<file path="src/rtl/rbf_fifo.sv">
// Two-entry request queue used between the front and back ends and at the output.
// No package dependencies.
module rbf_fifo #(
    parameter int WIDTH = 8
) (
    input  logic             i_clk,
    input  logic             i_rst_n,
    input  logic             i_push,
    input  logic [WIDTH-1:0] i_data,
    output logic             o_full,
    input  logic             i_pop,
    output logic             o_empty,
    output logic [WIDTH-1:0] o_data
);

    logic [WIDTH-1:0] r_mem [2];
    logic             r_wp;
    logic             r_rp;
    logic [1:0]       r_cnt;
    logic             w_wr;
    logic             w_rd;

    assign o_full  = (r_cnt == 2'd2);
    assign o_empty = (r_cnt == 2'd0);
    assign o_data  = r_mem[r_rp];
    assign w_wr    = i_push && !o_full;
    assign w_rd    = i_pop && !o_empty;

    // store incoming request
    always_ff @(posedge i_clk) begin
        if (w_wr) begin
            r_mem[r_wp] <= i_data;
        end
    end

    // advance pointers and count
    always_ff @(posedge i_clk) begin
        if (!i_rst_n) begin
            r_wp  <= 1'b0;
            r_rp  <= 1'b0;
            r_cnt <= 2'd0;
        end else begin
            if (w_wr) r_wp <= !r_wp;
            if (w_rd) r_rp <= !r_rp;
            if (w_wr && !w_rd) r_cnt <= r_cnt + 2'd1;
            else if (w_rd && !w_wr) r_cnt <= r_cnt - 2'd1;
        end
    end

endmodule

</file>
<file path="config.mk">
export PLATFORM = sky130hd
export DESIGN_NAME = rbf_fifo
export DESIGN_NICKNAME = d
export VERILOG_FILES = /design/src/rtl/rbf_fifo.sv
export SDC_FILE = /design/constraint.sdc
export NUM_CORES = 1
export LEC_CHECK = 0
export ABC_AREA = 1
export BUFFER_PORTS_ARGS = -buffer_cell sky130_fd_sc_hd__buf_2
export CORE_MARGIN = 2
export CORE_UTILIZATION = 26
export CTS_CLUSTER_SIZE = 14
export DETAILED_ROUTE_END_ITERATION = 12
export HOLD_SLACK_MARGIN = 0.15
export SLEW_MARGIN = 20
export SYNTH_ARGS = -nofsm -noshare
export SYNTH_HDL_FRONTEND = slang
export SYNTH_SLANG_ARGS = --single-unit
</file>
<file path="constraint.sdc">
create_clock -name i_clk -period 2.37 [get_ports i_clk]
set_input_delay 0.474 -clock i_clk [delete_from_list [all_inputs] [get_ports i_clk]]
set_output_delay 0.474 -clock i_clk [all_outputs]
set_load 0.03 [all_outputs]
</file>
==> flow_summary.ini, run 1 <==
[logic_synthesis]
ys_seq_area_share_pct = 69.88
postSynthAreaPerCell_um2 = 13.19
syn_area_um2 = 830.8
ys_ff_latch = 21
synth_top_area_share_pct = 57.83
synthTopCellsByArea = edfxtp_1, dfxtp_1, mux2_2
synth_top_cell_by_area = edfxtp_1
syn_nets = 76
synthCells = 63
ys_warn_count = 0
synth_cell_type_count = 16

[cts]
clockBufferDepth = 2
clock_latency_ns = 0.29
cts-root-buf = clkbuf_4
cts_resized = 0
tritoncts = built
cts_hold_buf = 0
clk_pin_slew_ns = 0.11
cts_buffers = 3
post-cts-setup-buffer-count = 0
cts_max_level = 1
numClockSinks = 21

[layout]
antenna-diode-count = 0
n_fill_cell = 321
multi_input_area_um2 = 211.5
final_common_cell = buf_2
syn_to_final_growth_pct = 21.84
layout_common_cells = buf_2, edfxtp_1, nor2_1
utilization_pct = 33.16
final-seq-area_um2 = 580.6
nets = 101
drive_above_1_share_pct = 43.68

[sta]
slew-limit-headroom_pct = 51.67
fmax_ghz = 0.5340
fin_crit_sh_pct = 79.02
finalHoldViolCount = 0
worst_slew_pin_slew_ns = 0.7222
slew_viol_final = 0
setup_tns_ns = 0
layout_setup_ws_ns = 0.4972
fin_skew_ns = 0.0009969
period_needed_ns = 1.873
rsz0062_at_grt = false
final-setup-viol-count = 0

[hold_path]
hold_depth = 1
hold_path_class = primary input to flop
hold_start = i_data[5]

[detailed_routing]
drc = 0
drt_first_iter_violations = 0
wl_mm = 1.326
dr.pass1.iters = 1
ant_nets = 0
wl_per_cell_um = 10.12
vias_per_cell = 3.855
dr_total_vias = 505

[status]
status = completed

[global_routing]
grt_max_degree = 12
grt_util_all_layers_pct = 7.473
grt_pass1_vias = 467
grt_overflow = 0
grt_pass1_wl_mm = 1.966
antenna_found_initial = 0

[floorplanning]
die-area_um2 = 3663
core_area_um2 = 3053
rows = 20
die_w_um = 60.53
initial_core_util_pct = 27.21
top_level_ports = 22
fp.dieH_um = 60.53

[critical_path]
required_ns = 1.90
cp_max_fo = 8
ff2ff_setup_slack_ns = 0.81
crit_type = flop to output port
max_stage_delay_ns = 0.55
crit_path_start_kind = flop
cp_slowest_cell = dfxtp_1
r2r-start = r_cnt[0]$_SDFFE_PN0P_
critical_path.endpoint = o_data[1]
reg2reg_depth = 2
crit_arrival_ns = 1.40
r2r_end = r_mem[1][1]$_DFFE_PP_
cp_cell_sequence = mux2_2 -> buf_2
crit_path_end_kind = output port

[placed_design]
place.gp.congestion = 0.6064
pre_cts_slack_ns = 0.7228
post-dp-hpwl_um = 996.3
numPortBuffers = 21

[pwr]
power.density_nw_per_um2 = 1060
ir_worst_vdd_mv = 0.4045
leakage_nw = 0.4074

[run]
cap_violations = 0
-- how the worst min path moves through the flow --
stage                                        to  slack (ns)
after floorplan                            flop        0.47
after global routing      r_mem[1][0]$_DFFE_PP_        0.35
final                     r_mem[0][5]$_DFFE_PP_        0.37
after global placement        r_rp$_SDFFE_PN0P_        0.48
after detailed placement                   flop        0.50
after CTS                 r_mem[0][5]$_DFFE_PP_        0.36
-- critical path, delay by kind of cell (launching register included) --
kind	cells	cell delay [ns]
multiplexers	1	0.38
flip-flops	1	0.55
buffers and inverters	1	0.18
-- per-stage QoR --
| step | std cells | hold WS, ns | power (mW) | cell area [um2] |
|---|---|---|---|---|
| 6_report | 131 | 0.3684 | 1.073 | 1012 |
| 4_1_cts | 131 | 0.3563 | 1.091 | 1012 |
| 2_1_floorplan | 63 | 0.4669 | 0.8275 | 830.8 |
| 5_1_grt | 131 | 0.3519 | 1.146 | 1012 |
| 3_3_place_gp | 127 | 0.4778 | 0.9160 | 985.9 |
| 3_5_place_dp | 127 | 0.4992 | 0.9273 | 985.9 |
-- cell usage after synthesis (all sizes together) --
cell    instances
a21oi           1
buf             1
dfxtp           5
edfxtp         16
ha              1
inv             9
mux2            8
nand2           6
nand3           1
nand4           1
nor2           11
o21ai           3
-- metal layers --
layer,track usage (%),part of all wire [%],wire [um]
met3,2.985,8.8,117
met4,2.795,0,0
met5,0,0,0
met1,8.614,43,571
met2,12.58,48,638
-- registers in the layout (all words and copies together) (netlist names), named ones only --
register and count:
r_cnt 2, r_rp 1, r_wp 1, r_mem 16
-- logic make-up after synthesis --
group / share of synthesized area, %
flops: 69.88
mux: 10.84
buf+inv: 4.668
compound gates: 2.861
fa+ha+maj: 1.506
simple gates: 10.24
-- power breakdown --
part / internal (mW) / switching, mW
registers: 0.470 / 0.0516
logic: 0.134 / 0.256
clock network: 0.0653 / 0.0952
total: 0.670 / 0.403
-- final cells by class --
class                      count  share of cell area, %
tap                           44                  5.439
sequential                    21                  57.35
multi-input combinational     32                  20.89
timing repair buffer          21                  10.38
inverter                       9                  3.337
clock buffer                   4                  2.596
(Power assumes the default switching activity.)
==> run 2, diff against run 1 <==
==> constraint.sdc (replaced) <==
create_clock -name i_clk -period 1.8 [get_ports i_clk]
set_input_delay 0.36 -clock i_clk [delete_from_list [all_inputs] [get_ports i_clk]]
set_output_delay 0.36 -clock i_clk [all_outputs]
set_load 0.03 [all_outputs]
==> run 2 against run 1 <==
Final cell count grew 1.5%. First-iteration DRC count increased by 2. Via count grew 0.99%. Clock skew about the same. Routed wire length decreased by 6.2%. Hold slack worse by 0.12 ns. Worst setup slack worse by 0.34 ns. Die area stayed put. Register-to-register slack worse by 0.42 ns. Non-clock buffer count is 2 higher. Critical path depth did not move. Sequential power is 31% higher.
==> flow_summary.ini, run 2 (same netlist as run 1, synthesis figures left out) <==
[floorplanning]
die_w_um = 60.53
die-area_um2 = 3663
rows = 20
initial_core_util_pct = 27.21
fp.dieH_um = 60.53
core_area_um2 = 3053
top_level_ports = 22

[detailed_routing]
drc = 0
drt_first_iter_violations = 2
dr_total_vias = 510
ant_nets = 0
wl_per_cell_um = 9.353
vias_per_cell = 3.835
wl_mm = 1.244
dr.pass1.iters = 3

[placed_design]
numPortBuffers = 21
placed_cells = 129
place.gp.congestion = 0.6460
pre_cts_slack_ns = 0.3226

[critical_path]
crit_path_end_kind = output port
required_ns = 1.44
ff2ff_setup_slack_ns = 0.39
max_stage_delay_ns = 0.46
r2r_end = r_cnt[1]$_SDFFE_PN0P_
r2r-start = r_cnt[0]$_SDFFE_PN0P_
cp_max_fo = 8
reg2reg_depth = 9
cp_cell_sequence = mux2_2 -> buf_2
crit_arrival_ns = 1.28
crit_path_start_kind = flop
cp_slowest_cell = dfxtp_2
crit_type = flop to output port

[sta]
finalHoldViolCount = 0
fmax_ghz = 0.6098
period_needed_ns = 1.640
slew_viol_final = 0
setup_tns_ns = 0
slew-limit-headroom_pct = 82.19
final-setup-viol-count = 0
fin_skew_ns = 0.001207
layout_setup_ws_ns = 0.1601
worst_slew_pin_slew_ns = 0.2669
rsz0062_at_grt = false
fin_crit_sh_pct = 91.11

[layout]
max_flop_register = r_mem
final_common_cell = buf_2
largest_reg_flops = 16
fin_cells = 133
utilization_pct = 33.73
syn_to_final_growth_pct = 23.95
largest_registers = r_mem x16, r_cnt x2
layout_common_cells = buf_2, edfxtp_1, nor2_1
n_fill_cell = 333
antenna-diode-count = 0
drive_above_1_share_pct = 47.19
nets = 103

[hold_path]
hold_start = i_data[7]
hold_path_end = r_mem[0][7]$_DFFE_PP_
hold_path_class = primary input to flop
hold_depth = 1

[global_routing]
grt_util_all_layers_pct = 7.610
antenna_found_initial = 0
grt_max_degree = 13
grt_overflow = 0
grt_pass1_wl_mm = 1.994
grt_pass1_vias = 504

[cts]
post-cts-setup-buffer-count = 0
clockBufferDepth = 2
cts_hold_buf = 0
cts-root-buf = clkbuf_4
cts_buffers = 3
clock_latency_ns = 0.29
numClockSinks = 21
clk_pin_slew_ns = 0.11
cts_max_level = 1
cts_resized = 1
tritoncts = built

[status]
status = completed

[pwr]
total_power_mw = 1.422
power.density_nw_per_um2 = 1381
leakage_nw = 0.4209
ir_worst_vdd_mv = 0.5859

[run]
cap_violations = 0
-- run 2: cell count changes in the layout (fill, tap and decap cells not counted), sizes merged --
cell / delta
clkbuf: -1
clkinv: +1
buf: +2
-- run 2: cell type report --
class / count / area, um2 / area share (%)
Sequential cell: 21 / 581.8 / 56.50
Multi-Input combinational cell: 32 / 211.5 / 20.53
Timing Repair Buffer: 23 / 120.1 / 11.66
Tap cell: 44 / 55.05 / 5.346
Inverter: 9 / 33.78 / 3.281
Clock buffer: 3 / 22.52 / 2.187
Clock inverter: 1 / 5.005 / 0.4860
-- run 2: power breakdown --
group          internal [mW]  leakage [nW]  total, mW  switching, mW
Combinational          0.189         0.212      0.524          0.336
Clock                 0.0826        0.0177      0.213          0.131
Sequential             0.620         0.191      0.685         0.0649
-- run 2: stage by stage --
stage	instance area, um2	hold slack [ns]
final	1030	0.2476
after global routing	1030	0.2253
after CTS	1030	0.2352
after detailed placement	1001	0.4797
after global placement	1001	0.4833
after floorplan	830.8	0.4589
-- run 2: routing by layer --
metal	vias up	share of wire (%)	track usage (%)	wire length (um)
met4	0	0	1.863	0
met1	225	40	6.739	503
met5	-	0	0	0
met3	0	8.1	4.051	101
met2	18	51	14.91	640
li1	267	-	-	-
-- run 2: how the worst max path moves through the flow --
stage                                     start               endpoint  slack (ns)  depth (start not counted)
after floorplan           r_cnt[0]$_SDFFE_PN0P_  r_cnt[1]$_SDFFE_PN0P_        0.36                          9
after global placement                     flop              o_data[6]        0.35                          2
after detailed placement                   flop              o_data[2]        0.32                          2
after CTS                                  flop              o_data[2]        0.12                          2
after global routing                       flop              o_data[1]        0.07                          2
final                                      flop              o_data[2]        0.16                          2
-- run 2: worst max-delay path: cells and delay by family, from the launching register on --
family                 cells  cell delay [ns]
flip-flops                 1             0.46
multiplexers               1             0.36
buffers and inverters      1             0.18
==> run 3, diff against run 2 <==
--- a/config.mk
+++ b/config.mk
@@ -12,6 +12,7 @@
 export CTS_CLUSTER_SIZE = 14
 export DETAILED_ROUTE_END_ITERATION = 12
 export HOLD_SLACK_MARGIN = 0.15
+export SETUP_SLACK_MARGIN = 0.3
 export SLEW_MARGIN = 20
 export SYNTH_ARGS = -nofsm -noshare
 export SYNTH_HDL_FRONTEND = slang
==> run 3 against run 2 <==
Register-to-register slack better by 0.05 ns. Count of clock-buffer cells in the layout is the same. Critical endpoint is now o_data[4]. Worst setup slack better by 0.069 ns. Critical path depth stayed put. Sequential cell count stayed put. Die area stayed put. Routed wire length increased by 3.8%. Core utilization is 3.3 points higher. Global-route usage is 0.31 points higher.
==> flow_summary.ini, run 3 (same netlist as run 1, synthesis figures left out) <==
[status]
status = completed

[cts]
numClockSinks = 21
cts_buffers = 3
cts-root-buf = clkbuf_4
cts_max_level = 1
clock_latency_ns = 0.29
post-cts-setup-buffer-count = 0
tritoncts = built
clk_pin_slew_ns = 0.11
clockBufferDepth = 2

[placed_design]
numPortBuffers = 21
pre_cts_slack_ns = 0.3226
placed_cells = 129
dpl_cell_area_um2 = 1001
place.gp.congestion = 0.6460

[pwr]
power.density_nw_per_um2 = 1394
leakage_nw = 0.4707
power_frac_seq_pct = 45.3
ir_worst_vdd_mv = 0.6314
p_comb_share_pct = 41.2
power.internal_mw = 1.004
swShare_pct = 36.23
power_frac_clock_pct = 13.5
switchingPower_mw = 0.5705
total_power_mw = 1.575

[layout]
utilization_pct = 37.01
fin_cells = 133
nets = 103
multi_input_area_um2 = 254.0
drive_above_1_share_pct = 49.44
n_fill_cell = 318
final-seq-area_um2 = 586.8
max_flop_register = r_mem
largest_reg_flops = 16
syn_to_final_growth_pct = 35.99
layout_common_cells = edfxtp_1, buf_2, nor2_1
largest_registers = r_mem x16, r_cnt x2
antenna-diode-count = 0
final_common_cell = edfxtp_1
postLayoutCellArea_um2 = 1130

[hold_path]
hold_path_class = primary input to flop
hold_start = i_data[7]
hold_path_end = r_mem[0][7]$_DFFE_PP_
hold_depth = 1

[floorplanning]
die-area_um2 = 3663
fp.dieH_um = 60.53
core_area_um2 = 3053
rows = 20
die_w_um = 60.53
top_level_ports = 22
initial_core_util_pct = 27.21

[sta]
worst_slew_pin_slew_ns = 0.1928
fmax_ghz = 0.6367
period_needed_ns = 1.571
rsz0062_at_grt = true
fin_skew_ns = 0.001685
setup_tns_ns = 0
fin_crit_sh_pct = 87.25
finalHoldViolCount = 0
fin_hold_ws_ns = 0.2482
layout_setup_ws_ns = 0.2294
slew-limit-headroom_pct = 87.15
slew_viol_final = 0
final-setup-viol-count = 0

[detailed_routing]
ant_nets = 0
drc = 0
dr.pass1.iters = 3
vias_per_cell = 3.887
drt_first_iter_violations = 4
wl_per_cell_um = 9.707
wl_mm = 1.291
dr_total_vias = 517

[critical_path]
crit_path_end_kind = output port
cp_max_fo = 8
r2r_end = r_cnt[1]$_SDFFE_PN0P_
ff2ff_setup_slack_ns = 0.44
crit_path_start_kind = flop
r2r-start = r_cnt[1]$_SDFFE_PN0P_
crit_type = flop to output port
required_ns = 1.44
crit_arrival_ns = 1.21
reg2reg_depth = 9

[global_routing]
antenna_found_initial = 0
grt_max_degree = 13
grt_pass1_wl_mm = 2.090
grt_overflow = 0
grt_util_all_layers_pct = 7.918
grt_pass1_vias = 524

[run]
cap_violations = 0
==> run 3: repair_timing <==
| action | CTS | global route |
|---|---|---|
| setup endpoints to repair | 8 | 10 |
| resized for setup | 26 | 5 |
| pin swaps | 0 | 0 |
| hold buffers | 0 | 0 |
==> run 3: worst max-delay path by stage <==
stage / start / to / cells past startpoint
CTS: flop / o_data[4] / 2
detailed placement: flop / o_data[2] / 2
floorplan: r_cnt[0]$_SDFFE_PN0P_ / r_cnt[1]$_SDFFE_PN0P_ / 9
finish: flop / o_data[4] / 2
global route: flop / o_data[0] / 2
global placement: flop / o_data[6] / 2
==> run 3: layout make-up <==
type	count	share of cell area [%]
clock inverter	1	0.4430
multi-input combinational	32	22.48
clock buffer	3	1.993
timing repair buffer	23	15.28
inverter	9	2.990
tap	44	4.873
sequential	21	51.94
==> run 3: per-layer routing <==
metal | wire length [um] | vias up | global-route usage (%) | share of wire [%]
li1 | - | 268 | - | -
met1 | 515 | 231 | 7.402 | 40
met2 | 677 | 18 | 15.22 | 52
met3 | 98 | 0 | 4.051 | 7.6
met4 | 0 | 0 | 1.863 | 0
met5 | 0 | - | 0 | 0
==> run 3: power by group through the flow <==
stage	sequential, mW	combinational (mW)	clock [mW]
2_1_floorplan	0.669	0.421	0
3_3_place_gp	0.693	0.525	0
3_5_place_dp	0.698	0.531	0
4_1_cts	0.701	0.635	0.226
5_1_grt	0.728	0.703	0.244
6_report	0.714	0.648	0.213
==> run 3: worst max-delay path, stage by stage (launching register included) <==
cell     delay (ns)
dfxtp_4        0.46
mux2_4         0.32
buf_6          0.14
