### src/rtl/rbf_pkg.sv
// Package for the resonant biquad filter: shared types, widths, codes and tables.
// No dependencies; every other file of the block but the request queue imports it.
package rbf_pkg;

    localparam int SAMPLE_BITS = 24;
    localparam int STATE_BITS  = 32;
    localparam int TAN_DEPTH   = 1024;
    localparam int TAN_LOG     = 10;
    localparam int FSCL_BITS   = 17 + TAN_LOG + 1;
    localparam int DVD_BITS    = 62;
    localparam int DVS_BITS    = 32;

    // register indexes of the configuration port
    localparam logic [1:0] CFG_MODE = 2'd0;
    localparam logic [1:0] CFG_Q    = 2'd1;
    localparam logic [1:0] CFG_FS   = 2'd2;

    // filter modes
    localparam logic [1:0] MODE_LP = 2'd0;
    localparam logic [1:0] MODE_HP = 2'd1;
    localparam logic [1:0] MODE_BP = 2'd2;

    localparam logic [17:0] FS_MIN    = 18'd1000;
    localparam logic [17:0] FS_MAX    = 18'd192000;
    localparam logic [17:0] FS_RESET  = 18'd48000;
    localparam logic [12:0] Q_MIN     = 13'd256;
    localparam logic signed [33:0] Q_ONE  = 34'sd1073741824;
    localparam logic signed [33:0] PI_Q30 = 34'sd3373259426;

    typedef logic signed [33:0] t_q30;

    typedef struct packed {
        logic                          clear;
        logic signed [SAMPLE_BITS-1:0] x;
        logic [FSCL_BITS-1:0]          fscl;
    } t_job;

    typedef struct packed {
        logic [1:0]  mode;
        logic [12:0] qq;
        logic [17:0] fs;
    } t_cfg;

    // Taylor term divisors (sine steps first, then cosine steps):
    // 110 72 42 20 6, then 132 90 56 30 12 2.
    // Shift for each step: 32 plus the bit length of its divisor, but 33 for the divisor 2.
    function automatic logic [5:0] horner_shift(input logic [3:0] idx);
        logic [5:0] s;
        unique case (idx)
            4'd0, 4'd1, 4'd6: s = 6'd39;
            4'd2, 4'd7:       s = 6'd38;
            4'd3, 4'd8:       s = 6'd37;
            4'd4:             s = 6'd35;
            4'd5:             s = 6'd40;
            4'd9:             s = 6'd36;
            4'd10:            s = 6'd33;
            default:          s = 6'd32;
        endcase
        return s;
    endfunction

    // ceil(2^shift / divisor): truncating division exact for dividends below 2^32
    function automatic logic [32:0] horner_recip(input logic [3:0] idx);
        logic [32:0] r;
        unique case (idx)
            4'd0:    r = 33'(((64'd1 << 39) + 64'd109) / 64'd110);
            4'd1:    r = 33'(((64'd1 << 39) + 64'd71) / 64'd72);
            4'd2:    r = 33'(((64'd1 << 38) + 64'd41) / 64'd42);
            4'd3:    r = 33'(((64'd1 << 37) + 64'd19) / 64'd20);
            4'd4:    r = 33'(((64'd1 << 35) + 64'd5) / 64'd6);
            4'd5:    r = 33'(((64'd1 << 40) + 64'd131) / 64'd132);
            4'd6:    r = 33'(((64'd1 << 39) + 64'd89) / 64'd90);
            4'd7:    r = 33'(((64'd1 << 38) + 64'd55) / 64'd56);
            4'd8:    r = 33'(((64'd1 << 37) + 64'd29) / 64'd30);
            4'd9:    r = 33'(((64'd1 << 36) + 64'd11) / 64'd12);
            4'd10:   r = 33'((64'd1 << 33) / 64'd2);
            default: r = 33'(64'd1 << 32);
        endcase
        return r;
    endfunction

    function automatic logic signed [STATE_BITS-1:0] sat_state(input logic signed [39:0] v);
        logic signed [39:0] hi;
        logic signed [39:0] lo;
        hi = 40'sd2147483647;
        lo = -40'sd2147483648;
        if (v > hi) return hi[STATE_BITS-1:0];
        if (v < lo) return lo[STATE_BITS-1:0];
        return v[STATE_BITS-1:0];
    endfunction

    function automatic logic signed [SAMPLE_BITS-1:0] sat_sample(input logic signed [38:0] v);
        logic signed [38:0] hi;
        logic signed [38:0] lo;
        hi = 39'sd8388607;
        lo = -39'sd8388608;
        if (v > hi) return hi[SAMPLE_BITS-1:0];
        if (v < lo) return lo[SAMPLE_BITS-1:0];
        return v[SAMPLE_BITS-1:0];
    endfunction

endpackage

### src/rtl/rbf_front.sv
// Front end: configuration registers and decoding of incoming requests.
// Depends on rbf_pkg.
module rbf_front (
    input  logic                           i_clk,
    input  logic                           i_rst_n,
    input  logic                           i_cfg_we,
    input  logic [1:0]                     i_cfg_idx,
    input  logic [17:0]                    i_cfg_data,
    input  logic                           i_opcode,
    input  logic signed [rbf_pkg::SAMPLE_BITS-1:0] i_sample_in,
    input  logic [16:0]                    i_cutoff_hz,
    output rbf_pkg::t_job                  o_job,
    output rbf_pkg::t_cfg                  o_cfg
);
    import rbf_pkg::*;

    logic [1:0]  r_mode;
    logic [12:0] r_q;
    logic [17:0] r_fs;
    logic [16:0] w_f;

    // write configuration
    always_ff @(posedge i_clk) begin
        if (!i_rst_n) begin
            r_mode <= MODE_LP;
            r_q    <= 13'd0;
            r_fs   <= FS_RESET;
        end else if (i_cfg_we) begin
            unique case (i_cfg_idx)
                CFG_MODE: r_mode <= i_cfg_data[1:0];
                CFG_Q:    r_q    <= i_cfg_data[12:0];
                CFG_FS:   r_fs   <= i_cfg_data;
                default:  ;
            endcase
        end
    end

    // clamp the Q and sample-rate settings; the mode passes through
    always_comb begin
        o_cfg.mode = r_mode;
        o_cfg.qq   = (r_q < Q_MIN) ? Q_MIN : r_q;
        if (r_fs < FS_MIN)      o_cfg.fs = FS_MIN;
        else if (r_fs > FS_MAX) o_cfg.fs = FS_MAX;
        else                    o_cfg.fs = r_fs;
    end

    // classify the request and scale the cutoff by twice the table depth
    assign w_f        = (i_cutoff_hz == 17'd0) ? 17'd1 : i_cutoff_hz;
    assign o_job.clear = i_opcode;
    assign o_job.x     = i_sample_in;
    assign o_job.fscl  = {w_f, {(TAN_LOG + 1){1'b0}}};

endmodule

### config.mk
export PLATFORM = sky130hd
export DESIGN_NAME = rbf_front
export DESIGN_NICKNAME = d
export VERILOG_FILES = /design/src/rtl/rbf_pkg.sv /design/src/rtl/rbf_front.sv
export SDC_FILE = /design/constraint.sdc
export NUM_CORES = 1
export LEC_CHECK = 0
export ABC_AREA = 1
export ABC_CLOCK_PERIOD_IN_PS = 2400
export BUFFER_PORTS_ARGS = -buffer_cell sky130_fd_sc_hd__buf_2
export CORE_MARGIN = 2
export CORE_UTILIZATION = 44
export CTS_BUF_LIST = sky130_fd_sc_hd__clkbuf_4
export CTS_CLUSTER_SIZE = 20
export DETAILED_ROUTE_END_ITERATION = 10
export PLACE_DENSITY = 0.95
export RECOVER_POWER = 100
export SLEW_MARGIN = 40
export SYNTH_ARGS = -nofsm -noshare
export SYNTH_HDL_FRONTEND = slang
export SYNTH_SLANG_ARGS = --single-unit
### constraint.sdc
create_clock -name i_clk -period 2.4 [get_ports i_clk]
set_input_delay 0.36 -clock i_clk [delete_from_list [all_inputs] [get_ports i_clk]]
set_output_delay 0.36 -clock i_clk [all_outputs]
set_load 0.03 [all_outputs]
==> impl_metrics.env, run 1 <==
export IMPL_postSynthAreaPerCell_um2=6.41
export IMPL_cts_made_buffers=5
export IMPL_fillers=491
export IMPL_crit_family="simple AND/OR/NAND/NOR gates"
export IMPL_critical_path_most_common_cell="nand2_1"
export IMPL_num_rows=24
export IMPL_die_y_um=70.1
export IMPL_dieArea_um2=4920
export IMPL_holdCritPathClass="in2reg"
export IMPL_drive_gt1_share_pct=15.8
export IMPL_yosysUniqueCellTypes=24
export IMPL_timing_critical_path_buf_inv=2
export IMPL_cts_setup_buffers=0
export IMPL_clkLatencyLatePin_ns=0.34
export IMPL_power_density_nw_per_um2=569
export IMPL_htree_levels=2
export IMPL_synth_top_area_share_pct=34.4
export IMPL_drtIter0Drc=96
export IMPL_slew_headroom_pct=34.0
export IMPL_fmax_ghz=0.474
export IMPL_start_util_pct=44.8
export IMPL_wl_per_cell_um=11.8
export IMPL_cp_data_arrival_time_ns=1.75
export IMPL_gr_total_overflow=0
export IMPL_clock_skew_ns=0
export IMPL_rsz0062_at_grt="false"
export IMPL_io_pins=151
export IMPL_cp_max_fo=12
export IMPL_vias=1879
export IMPL_grt_use_total_pct=19.1
export IMPL_slowest_delay_ns=0.40
export IMPL_io_buffers=89
export IMPL_synth_most_common_cell="nand2_1"
export IMPL_period_minus_slack_ns=2.11
export IMPL_drcViolationCount=0
export IMPL_grt_pass1_vias=1740
export IMPL_worst_setup_path_start_kind="register"
export IMPL_dpl_hpwl_um=3670
export IMPL_synth_edf_count=0
export IMPL_grt_antenna_before_repair=0
export IMPL_postLayoutCoreUtil_pct=47.9
export IMPL_synth_seq_area_share_pct=34.4
export IMPL_ant_nets=0
export IMPL_cp_slowest_cell="dfxtp_1"
export IMPL_tritoncts="done"
export IMPL_finalMaxSlewViolations=0
export IMPL_crit_required_ns=2.04
export IMPL_grt_max_degree=28
export IMPL_yosysTopAreaCell="dfxtp_1"
export IMPL_synth_flop_cell="dfxtp_1"
export IMPL_syn_area_um2=1920
export IMPL_n_antenna_cell=0
export IMPL_crit_chain="inv_2 > nor2_2 > nand2_1 > nor2_1 > nand3_1 > nand2_2 > nand2_1 > nand2_1 > clkbuf_1"
export IMPL_drt_pass1_iterations=4
export IMPL_vdd_ir_drop_max_mv=0.294
export IMPL_netlist_instances=300
export IMPL_total_leakage_power_uw=0.00104
export IMPL_fin_crit_sh_pct=87.9
export IMPL_setup_tns_ns=0
export IMPL_worstSetupPathType="reg2out"
export IMPL_finalHoldViolCount=0
export IMPL_netlist_top_cells_area="dfxtp_1 (34%), buf_4 (15%), nand2_1 (13%)"
export IMPL_cp_end_kind="output port"
export IMPL_synth_seq_cells=33
export IMPL_outcome="completed"
export IMPL_clockBufferDepth=2
export IMPL_cts_root_buf="clkbuf_4"
export IMPL_cts_hold_buffers=0
export IMPL_gp_congestion=0.944
export IMPL_grt_first_pass_wirelength_um=7600
export IMPL_synthTopCellsByCount="nand2_1 (67), nor2_1 (51), buf_4 (38)"
export IMPL_die_width_um=70.1
export IMPL_finalSetupViolCount=0
export IMPL_clock_sinks=33
export IMPL_async_flop_share_pct=0
export IMPL_maxCapViolations=0
export IMPL_cts_resized=0
export IMPL_via_per_inst=4.77
export IMPL_worstMarginPinSlew_ns=0.990
export IMPL_area_delta_synth_final_pct=6.90
export IMPL_clk_pin_slew_ns=0.10
export IMPL_nets=406
export IMPL_ys_warn_count=0
export IMPL_routed_wl_um=4640
export IMPL_core_area_um2=4290
## sequential cells by signal, indices dropped and copies added (netlist names)
signal and flops:
r_q 13, r_mode 2, r_fs 18
## worst paths after layout
check                   to      startpoint  cells after the start  slack [ns]
setup reg to reg  r_fs[13]        r_fs[13]                      2        1.65
setup / recovery  o_cfg[3]        r_fs[17]                      9        0.29
hold reg to reg     r_q[8]          r_q[8]                      2        0.49
hold / removal    r_fs[13]  i_cfg_data[13]                      3        0.23
## stage by stage
stage	cells	cell area, um^2	hold WS (ns)	setup WS (ns)	total power (uW)
2_1_floorplan	310	1960	0.449	0.806	904
3_3_place_gp	386	2070	0.468	0.744	894
3_5_place_dp	386	2070	0.471	0.705	901
4_1_cts	394	2120	0.233	0.312	1190
5_1_grt	394	2060	0.240	0.0379	1230
6_report	394	2060	0.232	0.291	1170
## layer usage
metal  track usage (%)  vias to the layer above  share of wire (%)
li1                  -                      950                  -
met1              22.3                      851                 43
met2              33.0                       66                 47
met3              6.49                       12                8.0
met4              5.77                        0                1.7
met5                 0                        -                  0
## cells by family after synthesis
family / share of synthesized area, %
simple gates: 29.5
other cells: 0.195
buf+inv: 26.1
compound gates: 9.89
flops: 34.4
## cells in the final DEF (no fill, tap or decap), types with 2 or more instances in the layout
cell type and n:
nand2_1 67, nor2_1 51, clkbuf_1 45, buf_2 38, dfxtp_1 33, inv_1 25
o21ai_0 20, a21oi_1 12, conb_1 11, nand3_1 9, clkbuf_2 6, clkbuf_4 5
nand4_1 4, o211ai_1 4, nand2_2 2, nor3_1 2, clkinv_1 2
## tightest hold or removal path: cells and delay by family
family | cells | cell delay, ns
simple gates | 1 | 0.04
compound gates | 1 | 0.07
buf+inv | 1 | 0.08
## final cells by class
cell class,instances,area [um^2],share of cell area [%]
sequential,33,661,32.1
tap,52,65.1,3.16
clock buffer,5,37.5,1.83
inverter,26,97.6,4.75
timing repair buffer,89,389,18.9
clock inverter,3,12.5,0.609
multi-input combinational,186,793,38.6
## where the power goes
part | internal [uW] | switching [uW] | leakage (uW)
sequential | 574 | 18.8 | 0.000270
combinational | 74.1 | 211 | 0.000740
clock | 106 | 187 | 0.0000300
(Power assumes the default switching activity.)
==> inputs of run 2 (changes only) <==
Settings changed: CORE_UTILIZATION 44 to 36, PLACE_DENSITY 0.95 to 0.84.
==> impl_metrics.env, run 2 (synthesis results as in run 1) <==
export IMPL_clkLatencyLatePin_ns=0.34
export IMPL_grt_pass1_vias=1814
export IMPL_drt_pass1_iterations=4
export IMPL_crit_chain="inv_2 > nor2_2 > nand2_1 > nor2_1 > nand3_1 > nand2_2 > nand2_1 > nand2_1 > clkbuf_1"
export IMPL_period_minus_slack_ns=2.15
export IMPL_top_usage_layer="met2"
export IMPL_area_delta_synth_final_pct=8.26
export IMPL_critPathLaunch="r_fs[17]"
export IMPL_cp_end_kind="output port"
export IMPL_ant_nets=0
export IMPL_nets=406
export IMPL_drcViolationCount=0
export IMPL_top_regs="r_fs x18, r_q x13, r_mode x2"
export IMPL_r2r_end="r_fs[13]"
export IMPL_finalSetupViolCount=0
export IMPL_critical_path_most_common_cell="nand2_1"
export IMPL_clock_sinks=33
export IMPL_dpl_cell_count=404
export IMPL_io_buffers=89
export IMPL_hold_end="r_fs[8]"
export IMPL_top_register="r_fs"
export IMPL_htree_levels=2
export IMPL_use_met1_pct=19.4
export IMPL_gp_congestion=0.940
export IMPL_r2r_slack_ns=1.66
export IMPL_cts_hold_buffers=0
export IMPL_tritoncts="done"
export IMPL_finalHoldViolCount=0
export IMPL_cts_root_buf="clkbuf_4"
export IMPL_vdd_ir_drop_max_mv=0.319
export IMPL_power_density_nw_per_um2=573
export IMPL_fmax_ghz=0.465
export IMPL_hold_path_startpoint="i_cfg_data[8]"
export IMPL_via_per_inst=4.49
export IMPL_most_common_layout_cells="nand2_1 (67), nor2_1 (51), clkbuf_1 (46)"
export IMPL_n_antenna_cell=0
export IMPL_dieArea_um2=5940
export IMPL_grt_first_pass_wirelength_um=8150
export IMPL_slowest_delay_ns=0.42
export IMPL_io_pins=151
export IMPL_drtIter0Drc=147
export IMPL_worstSetupPathType="reg2out"
export IMPL_grt_max_degree=28
export IMPL_total_leakage_power_uw=0.00105
export IMPL_drive_gt1_share_pct=16.1
export IMPL_holdCritPathClass="in2reg"
export IMPL_num_rows=26
export IMPL_finalMaxSlewViolations=0
export IMPL_fin_crit_sh_pct=89.7
export IMPL_instances_no_fill=412
export IMPL_core_area_um2=5140
export IMPL_cts_made_buffers=5
export IMPL_worstMarginPinSlew_ns=0.984
export IMPL_setup_tns_ns=0
export IMPL_start_util_pct=37.4
export IMPL_die_width_um=77.1
export IMPL_cp_max_fo=12
export IMPL_grtUsageMet2_pct=28.1
export IMPL_cp_slowest_cell="dfxtp_1"
export IMPL_grt_use_met3_pct=7.41
export IMPL_hold_depth=3
export IMPL_worst_setup_path_start_kind="register"
export IMPL_routed_wl_um=4860
export IMPL_final_common_cell="nand2_1"
export IMPL_rsz0062_at_grt="false"
export IMPL_cts_resized=0
export IMPL_wl_per_cell_um=11.8
export IMPL_cp_data_arrival_time_ns=1.79
export IMPL_slew_headroom_pct=34.4
export IMPL_vias=1850
export IMPL_grt_use_total_pct=16.9
export IMPL_clock_skew_ns=0
export IMPL_r2r_cells=2
export IMPL_clk_pin_slew_ns=0.10
export IMPL_r2r_start="r_fs[13]"
export IMPL_outcome="completed"
export IMPL_dpl_hpwl_um=3840
export IMPL_maxCapViolations=0
export IMPL_gr_total_overflow=0
export IMPL_grt_antenna_before_repair=0
export IMPL_p_total_uw=1190
export IMPL_clockBufferDepth=2
export IMPL_postLayoutCoreUtil_pct=40.5
export IMPL_cts_setup_buffers=0
export IMPL_largest_reg_flops=18
export IMPL_die_y_um=77.1
export IMPL_crit_required_ns=2.04
==> run 2: cell count changes in the layout (fill, tap and decap cells not counted), sizes merged <==
cell	previous run	this run
clkbuf	56	58
buf	38	37
clkinv	3	2
==> run 2: cell type report <==
class	instances	area, um^2
flip-flops and latches	33	661
inverters	26	97.6
fillers	595	3060
clock inverters	2	10.0
multi-input cells	186	793
repair buffers	89	388
clock buffers	6	45.0
well taps	70	87.6
==> run 2: worst max-delay path by stage <==
stage                            to  slack [ns]  depth (start not counted)
after floorplan            o_cfg[0]        0.81                          8
after global placement    o_cfg[16]        0.75                          9
after detailed placement   o_cfg[1]        0.67                          9
after CTS                  o_cfg[2]        0.27                          9
after global routing      o_cfg[12]        0.03                          9
final                      o_cfg[3]        0.25                          9
==> run 2: metal layers <==
metal	wire, um	part of all wire (%)
met1	2080	43
met2	2280	47
met3	445	9.2
met4	48	0.99
met5	0	0
==> run 2: worst max-delay path: cells and delay by family (launching register included) <==
| kind | cells | cell delay, ns |
|---|---|---|
| buffers and inverters | 2 | 0.39 |
| DFF | 1 | 0.42 |
| and+or+nand+nor | 7 | 0.64 |
==> run 2: where the power goes <==
part | internal, uW | switching (uW) | total, uW
clock network | 123 | 193 | 316
logic | 73.9 | 211 | 285
registers | 574 | 19.0 | 593
==> run 2: metrics by stage <==
| step | setup WS (ns) | hold slack, ns | instance area, um^2 |
|---|---|---|---|
| after CTS | 0.271 | 0.215 | 2140 |
| after global routing | 0.0264 | 0.235 | 2080 |
| after detailed placement | 0.672 | 0.474 | 2090 |
| final | 0.247 | 0.220 | 2080 |
| after floorplan | 0.806 | 0.449 | 1960 |
| after global placement | 0.745 | 0.466 | 2090 |
